## src/hdl/shd_pkg.sv

```systemverilog
`timescale 1ns / 1ps

package shd_pkg;

  // header layout
  localparam int WIN_DEPTH     = 15;
  localparam int WIN_IDX_W     = $clog2(WIN_DEPTH);
  localparam int WIN_FILL_W    = $clog2(WIN_DEPTH + 1);
  localparam int TYPE_W        = 56;
  localparam int LEN_W         = 24;
  localparam int DROP_W        = 32;
  localparam int QUEUE_DEPTH   = 2;

  localparam logic [7:0] MARK_A   = 8'h55;
  localparam logic [7:0] MARK_B   = 8'hAA;
  localparam logic [7:0] TAG_T    = 8'h54;
  localparam logic [7:0] TAG_LEN  = 8'h22;

  // result kinds
  typedef enum logic {
    KIND_HEADER  = 1'b0,
    KIND_PAYLOAD = 1'b1
  } shd_kind_t;

  // one result item
  typedef struct packed {
    shd_kind_t          kind;
    logic [TYPE_W-1:0]  type_code;
    logic [LEN_W-1:0]   payload_length;
    logic [7:0]         payload_byte;
    logic               last_of_packet;
    logic [DROP_W-1:0]  dropped_count;
  } shd_result_t;

  // queue status seen by both sides
  typedef struct packed {
    logic full;
    logic empty;
  } shd_qstat_t;

endpackage

```

## src/hdl/shd_front.sv

```systemverilog
`timescale 1ns / 1ps

module shd_front (
  input  logic                clk,
  input  logic                rst_n,
  input  logic                in_valid,
  input  logic [7:0]          in_data_byte,
  output logic                in_stall,
  input  shd_pkg::shd_qstat_t q_stat,
  output logic                push,
  output shd_pkg::shd_result_t push_data
);

  logic [7:0]                      win_r [shd_pkg::WIN_DEPTH];
  logic [7:0]                      win_nxt [shd_pkg::WIN_DEPTH];
  logic [shd_pkg::WIN_FILL_W-1:0]  fill_r, fill_nxt;
  logic                            in_payload_r, in_payload_nxt;
  logic [shd_pkg::LEN_W-1:0]       remain_r, remain_nxt;
  logic [shd_pkg::DROP_W-1:0]      drop_r, drop_nxt;

  logic                            accept;
  logic                            win_full;
  logic                            hdr_match;
  logic [shd_pkg::LEN_W-1:0]       hdr_len;
  logic [shd_pkg::LEN_W-1:0]       remain_dec;

  // take a byte whenever the queue has room
  assign in_stall = q_stat.full;
  assign accept   = in_valid && !q_stat.full;

  // header compare over the full window plus the new byte
  assign win_full  = (fill_r == shd_pkg::WIN_FILL_W'(shd_pkg::WIN_DEPTH));
  assign hdr_match = (win_r[0] == shd_pkg::MARK_A) && (win_r[1] == shd_pkg::MARK_B) &&
                     (win_r[2] == shd_pkg::MARK_A) && (win_r[3] == shd_pkg::MARK_B) &&
                     (win_r[4] == shd_pkg::TAG_T) && (win_r[12] == shd_pkg::TAG_LEN);
  assign hdr_len    = {win_r[13], win_r[14], in_data_byte};
  assign remain_dec = remain_r - shd_pkg::LEN_W'(1);

  // classify the byte and update the hunt state
  always_comb begin
    win_nxt        = win_r;
    fill_nxt       = fill_r;
    in_payload_nxt = in_payload_r;
    remain_nxt     = remain_r;
    drop_nxt       = drop_r;
    push           = 1'b0;
    push_data      = '0;
    push_data.dropped_count = drop_r;
    if (accept) begin
      if (in_payload_r) begin
        remain_nxt               = remain_dec;
        in_payload_nxt           = (remain_dec != '0);
        push                     = 1'b1;
        push_data.kind           = shd_pkg::KIND_PAYLOAD;
        push_data.payload_byte   = in_data_byte;
        push_data.last_of_packet = (remain_dec == '0);
      end else if (!win_full) begin
        win_nxt[fill_r[shd_pkg::WIN_IDX_W-1:0]] = in_data_byte;
        fill_nxt = fill_r + shd_pkg::WIN_FILL_W'(1);
      end else if (hdr_match) begin
        // window needs no clear: it is refilled before the next compare
        fill_nxt                 = '0;
        remain_nxt               = hdr_len;
        in_payload_nxt           = (hdr_len != '0);
        push                     = 1'b1;
        push_data.kind           = shd_pkg::KIND_HEADER;
        push_data.type_code      = {win_r[5], win_r[6], win_r[7], win_r[8],
                                    win_r[9], win_r[10], win_r[11]};
        push_data.payload_length = hdr_len;
        push_data.last_of_packet = (hdr_len == '0);
      end else begin
        for (int i = 0; i < shd_pkg::WIN_DEPTH - 1; i++) begin
          win_nxt[i] = win_r[i + 1];
        end
        win_nxt[shd_pkg::WIN_DEPTH - 1] = in_data_byte;
        if (drop_r != '1) begin
          drop_nxt = drop_r + shd_pkg::DROP_W'(1);
        end
      end
    end
  end

  // window bytes
  always_ff @(posedge clk) begin
    win_r <= win_nxt;
  end

  // control state
  always_ff @(posedge clk) begin
    if (!rst_n) begin
      fill_r       <= '0;
      in_payload_r <= 1'b0;
      remain_r     <= '0;
      drop_r       <= '0;
    end else begin
      fill_r       <= fill_nxt;
      in_payload_r <= in_payload_nxt;
      remain_r     <= remain_nxt;
      drop_r       <= drop_nxt;
    end
  end

`ifndef NO_ASSERTIONS
  a_payload_has_bytes: assert property (@(posedge clk) disable iff (!rst_n)
    in_payload_r |-> (remain_r != '0))
    else $error("payload mode with no bytes left");
  a_drop_saturates: assert property (@(posedge clk) disable iff (!rst_n)
    (drop_r == '1) |=> (drop_r == '1))
    else $error("drop count wrapped");
  a_no_hunt_in_payload: assert property (@(posedge clk) disable iff (!rst_n)
    in_payload_r |=> (fill_r == $past(fill_r)))
    else $error("window changed during payload");
`endif

endmodule

```

## src/hdl/shd_queue.sv

```systemverilog
`timescale 1ns / 1ps

module shd_queue #(
  parameter int DEPTH = shd_pkg::QUEUE_DEPTH
) (
  input  logic                 clk,
  input  logic                 rst_n,
  input  logic                 push,
  input  shd_pkg::shd_result_t push_data,
  input  logic                 pop,
  output shd_pkg::shd_result_t pop_data,
  output shd_pkg::shd_qstat_t  q_stat
);

  localparam int PTR_W = (DEPTH > 1) ? $clog2(DEPTH) : 1;
  localparam int CNT_W = $clog2(DEPTH + 1);

  shd_pkg::shd_result_t entry_r [DEPTH];
  logic [PTR_W-1:0]     wr_ptr_r, wr_ptr_nxt;
  logic [PTR_W-1:0]     rd_ptr_r, rd_ptr_nxt;
  logic [CNT_W-1:0]     count_r, count_nxt;
  logic                 do_push;
  logic                 do_pop;

  assign q_stat.full  = (count_r == CNT_W'(DEPTH));
  assign q_stat.empty = (count_r == '0);
  assign do_push      = push && !q_stat.full;
  assign do_pop       = pop && !q_stat.empty;
  assign pop_data     = entry_r[rd_ptr_r];

  // pointer and count update
  always_comb begin
    wr_ptr_nxt = wr_ptr_r;
    rd_ptr_nxt = rd_ptr_r;
    count_nxt  = count_r;
    if (do_push) begin
      wr_ptr_nxt = (wr_ptr_r == PTR_W'(DEPTH - 1)) ? '0 : wr_ptr_r + PTR_W'(1);
    end
    if (do_pop) begin
      rd_ptr_nxt = (rd_ptr_r == PTR_W'(DEPTH - 1)) ? '0 : rd_ptr_r + PTR_W'(1);
    end
    case ({do_push, do_pop})
      2'b10:   count_nxt = count_r + CNT_W'(1);
      2'b01:   count_nxt = count_r - CNT_W'(1);
      default: count_nxt = count_r;
    endcase
  end

  // storage
  always_ff @(posedge clk) begin
    if (do_push) begin
      entry_r[wr_ptr_r] <= push_data;
    end
  end

  always_ff @(posedge clk) begin
    if (!rst_n) begin
      wr_ptr_r <= '0;
      rd_ptr_r <= '0;
      count_r  <= '0;
    end else begin
      wr_ptr_r <= wr_ptr_nxt;
      rd_ptr_r <= rd_ptr_nxt;
      count_r  <= count_nxt;
    end
  end

`ifndef NO_ASSERTIONS
  a_no_push_when_full: assert property (@(posedge clk) disable iff (!rst_n)
    q_stat.full |-> !push)
    else $error("item pushed into a full queue");
  a_count_bound: assert property (@(posedge clk) disable iff (!rst_n)
    count_r <= CNT_W'(DEPTH))
    else $error("queue count out of range");
`endif

endmodule

```

## src/hdl/shd_back.sv

```systemverilog
`timescale 1ns / 1ps

module shd_back (
  input  logic                       clk,
  input  logic                       rst_n,
  input  shd_pkg::shd_qstat_t        q_stat,
  input  shd_pkg::shd_result_t       pop_data,
  output logic                       pop,
  output logic                       out_valid,
  input  logic                       out_stall,
  output logic                       out_kind,
  output logic [shd_pkg::TYPE_W-1:0] out_type_code,
  output logic [shd_pkg::LEN_W-1:0]  out_payload_length,
  output logic [7:0]                 out_payload_byte,
  output logic                       out_last_of_packet,
  output logic [shd_pkg::DROP_W-1:0] out_dropped_count
);

  logic                 valid_r, valid_nxt;
  shd_pkg::shd_result_t res_r;
  logic                 load;

  // refill the output register when it is empty or being taken
  assign load      = !q_stat.empty && (!valid_r || !out_stall);
  assign pop       = load;
  assign valid_nxt = load ? 1'b1 : (valid_r && out_stall);

  always_ff @(posedge clk) begin
    if (load) begin
      res_r <= pop_data;
    end
  end

  always_ff @(posedge clk) begin
    if (!rst_n) begin
      valid_r <= 1'b0;
    end else begin
      valid_r <= valid_nxt;
    end
  end

  // result ports
  assign out_valid          = valid_r;
  assign out_kind           = res_r.kind;
  assign out_type_code      = res_r.type_code;
  assign out_payload_length = res_r.payload_length;
  assign out_payload_byte   = res_r.payload_byte;
  assign out_last_of_packet = res_r.last_of_packet;
  assign out_dropped_count  = res_r.dropped_count;

endmodule

```

## src/hdl/sync_header_deframer.sv

```systemverilog
`timescale 1ns / 1ps

// Byte stream deframer: takes one byte per clock unless stalled, and hunts for a
// 16-byte header (55 AA 55 AA, 'T', seven type bytes, 0x22, 24-bit big-endian
// length) in a 15-byte sliding window, compared in parallel with each new byte.
// A match gives one header item with the type and length, then exactly that many
// payload items follow, the last one flagged. Bytes pushed out of a full window
// while hunting raise a saturating dropped count carried in every item. The
// classifier feeds a short result queue (QUEUE_DEPTH entries) and a registered
// output stage, so the block sustains one byte per clock while out_stall is low.
// The result of a taken byte passes through the queue and output register to
// out_valid; in_stall rises only when the queue fills because output is held off.

module sync_header_deframer #(
  parameter int QUEUE_DEPTH = shd_pkg::QUEUE_DEPTH
) (
  input  logic                       clk,
  input  logic                       rst_n,
  input  logic                       in_valid,
  output logic                       in_stall,
  input  logic [7:0]                 in_data_byte,
  output logic                       out_valid,
  input  logic                       out_stall,
  output logic                       out_kind,
  output logic [shd_pkg::TYPE_W-1:0] out_type_code,
  output logic [shd_pkg::LEN_W-1:0]  out_payload_length,
  output logic [7:0]                 out_payload_byte,
  output logic                       out_last_of_packet,
  output logic [shd_pkg::DROP_W-1:0] out_dropped_count
);

  shd_pkg::shd_qstat_t  q_stat;
  shd_pkg::shd_result_t push_data;
  shd_pkg::shd_result_t pop_data;
  logic                 push;
  logic                 pop;

  // hunt and classify
  shd_front u_front (
    .clk          (clk),
    .rst_n        (rst_n),
    .in_valid     (in_valid),
    .in_data_byte (in_data_byte),
    .in_stall     (in_stall),
    .q_stat       (q_stat),
    .push         (push),
    .push_data    (push_data)
  );

  // result queue between the two sides
  shd_queue #(
    .DEPTH (QUEUE_DEPTH)
  ) u_queue (
    .clk       (clk),
    .rst_n     (rst_n),
    .push      (push),
    .push_data (push_data),
    .pop       (pop),
    .pop_data  (pop_data),
    .q_stat    (q_stat)
  );

  // output register
  shd_back u_back (
    .clk                (clk),
    .rst_n              (rst_n),
    .q_stat             (q_stat),
    .pop_data           (pop_data),
    .pop                (pop),
    .out_valid          (out_valid),
    .out_stall          (out_stall),
    .out_kind           (out_kind),
    .out_type_code      (out_type_code),
    .out_payload_length (out_payload_length),
    .out_payload_byte   (out_payload_byte),
    .out_last_of_packet (out_last_of_packet),
    .out_dropped_count  (out_dropped_count)
  );

endmodule

```

## config.mk

```make
export PLATFORM = sky130hd
export DESIGN_NAME = sync_header_deframer
export DESIGN_NICKNAME = d
export VERILOG_FILES = /design/src/hdl/shd_pkg.sv /design/src/hdl/shd_front.sv /design/src/hdl/shd_queue.sv /design/src/hdl/shd_back.sv /design/src/hdl/sync_header_deframer.sv
export SDC_FILE = /design/constraint.sdc
export NUM_CORES = 1
export LEC_CHECK = 0
export BUFFER_PORTS_ARGS = -buffer_cell sky130_fd_sc_hd__buf_2
export CORE_UTILIZATION = 50
export CTS_CLUSTER_DIAMETER = 150
export DETAILED_ROUTE_END_ITERATION = 8
export HOLD_SLACK_MARGIN = 0.12
export PLACE_DENSITY = 0.68
export SLEW_MARGIN = 20
export SYNTH_ARGS = -nofsm -noshare
export SYNTH_HDL_FRONTEND = slang
export SYNTH_HIERARCHICAL = 1
export SYNTH_SLANG_ARGS = --single-unit
```

## constraint.sdc

```tcl
create_clock -name clk -period 19.31 [get_ports clk]
set_input_delay 3.862 -clock clk [delete_from_list [all_inputs] [get_ports clk]]
set_output_delay 3.862 -clock clk [all_outputs]
set_load 0.05 [all_outputs]
```

==> qor.yml <==
outcome: "finished, final reports clean"
drtPass1Iterations: 5
grtUsageTotal: 0.202
ir_drop_mv: 0.0618
numPortBuffers: 135
worstPathArrival_ns: 7.70
crit_chain: "buf_2, nand2b_1, nor2_1, nand4_1, and2_1, inv_1, inv_1, or3_1, inv_4, buf_4"
cp_common_cell: "inv_1"
grt_max_degree: 94
min_period_ns: 7.50
ioPinCount: 136
tightest_slew_ns: 1.07
utilization: 0.576
max_stage_delay_ns: 0.85
crit_fanout: 73
viasPerCell: 5.74
endpoint_kind: "flip-flop"
layout-drive-gt1-share: 0.229
met2_usage: 0.314
finalNetCount: 1613
grt_pass1_wl_microns: 69600
antenna_found_initial: 0
cp_top_family: "simple AND/OR/NAND/NOR gates"
critPathBufInv: 5
synth_seq_area_share: 0.720
root_buffer: "clkbuf_16"
wire_per_inst_microns: 20.5
cts_resized: 0
grt_pass1_vias: 12100
clock.fmax_ghz: 0.133
clock_skew_ns: 0.0320
netlist_area_sq_mm: 0.0221
die-area_sq_mm: 0.0451
use_met1: 0.289
tns_ns: 0
p_per_area_mw_per_mm2: 93.9
num_vias: 12700
die_y_microns: 212
synthDistinctLibCells: 60
cts_max_level: 2
post-cts-setup-buffers: 0
routed_wl_microns: 45600
critPathKind: "in -> reg"
holdBufCountCts: 0
async_flop_share: 0
antennaDiodeCount: 0
synth_flop_cell: "edfxtp_1"
cts_buffers: 53
slew_viol_final: 0
synth_nets: 1498
start_kind: "primary input"
area_growth_pct: 12.9
hpwl_microns: 28300
overflow: 0
synthCells: 1478
hp-class: "reg -> reg"
layout_common_cells: "edfxtp_1, buf_2, mux2_2, nor2_1, nand2_1"
cts_buffer_depth: 3
relSlewSlack: 0.280
gp_congestion: 0.862
ant_nets: 0
gr-usage-met3: 0.0384
yosys_register_bits: 553
insertion_delay_ns: 0.61
busiest_layer: "met2"
finalSetupViolations: 0
cts_tree: "done"
rsz0062_at_grt: "no"
synth_edf_count: 486
clock-sinks: 553
rows: 76
maxCapViolations: 0
period_share: 0.388
finalHoldViolCount: 0
core-area_sq_mm: 0.0434
required_ns: 19.51
syn_area_per_cell_sq_um: 15.0
clk_pin_slew_worst_paths_ns: 0.07
drc: 0
drt_iter0_markers: 977
total_leakage_power_nw: 8.53
fillers: 3383
die_x_microns: 212
final_common_cell: "edfxtp_1"
start_util: 0.510
ys_warn_count: 6
slowest_stage: "buf_4"
==> worst min-delay path, delay by kind of cell, from the launching register on <==
family | cells | cell delay [ns]
flops | 1 | 0.31
compound gates | 2 | 0.13
==> metrics by stage <==
| stage | setup WS, ns | hold slack (ns) | std cells | instance area [sq um] | power (mW) |
|---|---|---|---|---|---|
| after floorplan | 8.33 | 0.449 | 1478 | 22100 | 1.33 |
| after global placement | 11.34 | 0.469 | 2123 | 23300 | 1.34 |
| after detailed placement | 11.19 | 0.475 | 2123 | 23300 | 1.34 |
| after CTS | 11.81 | 0.483 | 2223 | 25000 | 2.37 |
| after global routing | 11.42 | 0.514 | 2223 | 25000 | 2.41 |
| final | 11.81 | 0.485 | 2223 | 25000 | 2.35 |
==> cells by family after synthesis <==
kind of cell | synth area share
flops | 0.720
buf+inv | 0.0213
fa+ha+maj | 0.00453
compound gates | 0.0595
xor+xnor | 0.0123
simple gates | 0.106
mux | 0.0765
==> synth_stat cells (12+ instances only) <==
library cell | instances | area (sq um)
mux2i_1 | 25 | 250
and3_1 | 58 | 363
mux2_2 | 128 | 1440
or3_1 | 14 | 87.6
a21oi_1 | 62 | 310
nand4_1 | 15 | 93.8
nand3_1 | 26 | 130
and2_1 | 43 | 269
clkbuf_1 | 68 | 255
xnor2_1 | 29 | 254
a22oi_1 | 12 | 90.1
o21ai_0 | 14 | 70.1
nor3_1 | 27 | 135
nor4_1 | 22 | 138
a22o_1 | 64 | 561
dfxtp_1 | 67 | 1340
inv_1 | 14 | 52.6
edfxtp_1 | 486 | 14600
nand2_1 | 85 | 319
nor2_1 | 96 | 360
==> cell type report <==
| class | instances | area, sq um | share of cell area |
|---|---|---|---|
| sequential | 553 | 15900 | 0.638 |
| multi-input combinational | 821 | 5750 | 0.230 |
| clock buffer | 60 | 1350 | 0.0541 |
| timing repair buffer | 148 | 773 | 0.0310 |
| tap | 585 | 732 | 0.0293 |
| clock inverter | 40 | 370 | 0.0148 |
| inverter | 16 | 62.6 | 0.00250 |
==> path summary, 6_finish.rpt <==
kind         cells after the start                          endpoint  slack, ns                           start
max                             10  u_queue/entry_r[0][99]$_DFFE_PP_      11.81                        in_valid
min                              2     u_queue/wr_ptr_r$_SDFFE_PN0P_       0.49   u_queue/wr_ptr_r$_SDFFE_PN0P_
max reg2reg                     10  u_queue/entry_r[0][99]$_DFFE_PP_      14.01  u_front/fill_r[1]$_SDFFE_PN0P_
min reg2reg                      2     u_queue/wr_ptr_r$_SDFFE_PN0P_       0.49   u_queue/wr_ptr_r$_SDFFE_PN0P_
==> per-layer routing <==
metal	part of all wire	vias to the layer above	wire length, microns
met5	0	-	0
met4	0.026	0	1200
met3	0.062	102	2830
met2	0.46	409	21200
met1	0.45	6347	20400
li1	-	5891	-
==> sequential cells by signal (all words and copies together) (netlist names), named ones only <==
| signal | cells |
|---|---|
| u_back/out_kind | 1 |
| u_front/win_r | 104 |
| u_back/out_payload_byte | 8 |
| u_front/remain_r | 24 |
| u_queue/count_r | 2 |
| u_back/out_payload_length | 24 |
| u_back/out_dropped_count | 32 |
| u_queue/wr_ptr_r | 1 |
| u_back/out_last_of_packet | 1 |
| u_back/out_type_code | 56 |
| u_front/fill_r | 4 |
| u_queue/rd_ptr_r | 1 |
| u_back/out_valid | 1 |
| u_front/hdr_len | 16 |
| u_queue/entry_r | 244 |
| u_front/in_payload_r | 1 |
| u_front/drop_r | 32 |
==> where the power goes <==
part / internal [mW] / switching, mW
sequential: 1.29 / 0.00182
combinational: 0.00715 / 0.0247
clock: 0.586 / 0.441
No activity file was read; power rests on OpenSTA's default activity.
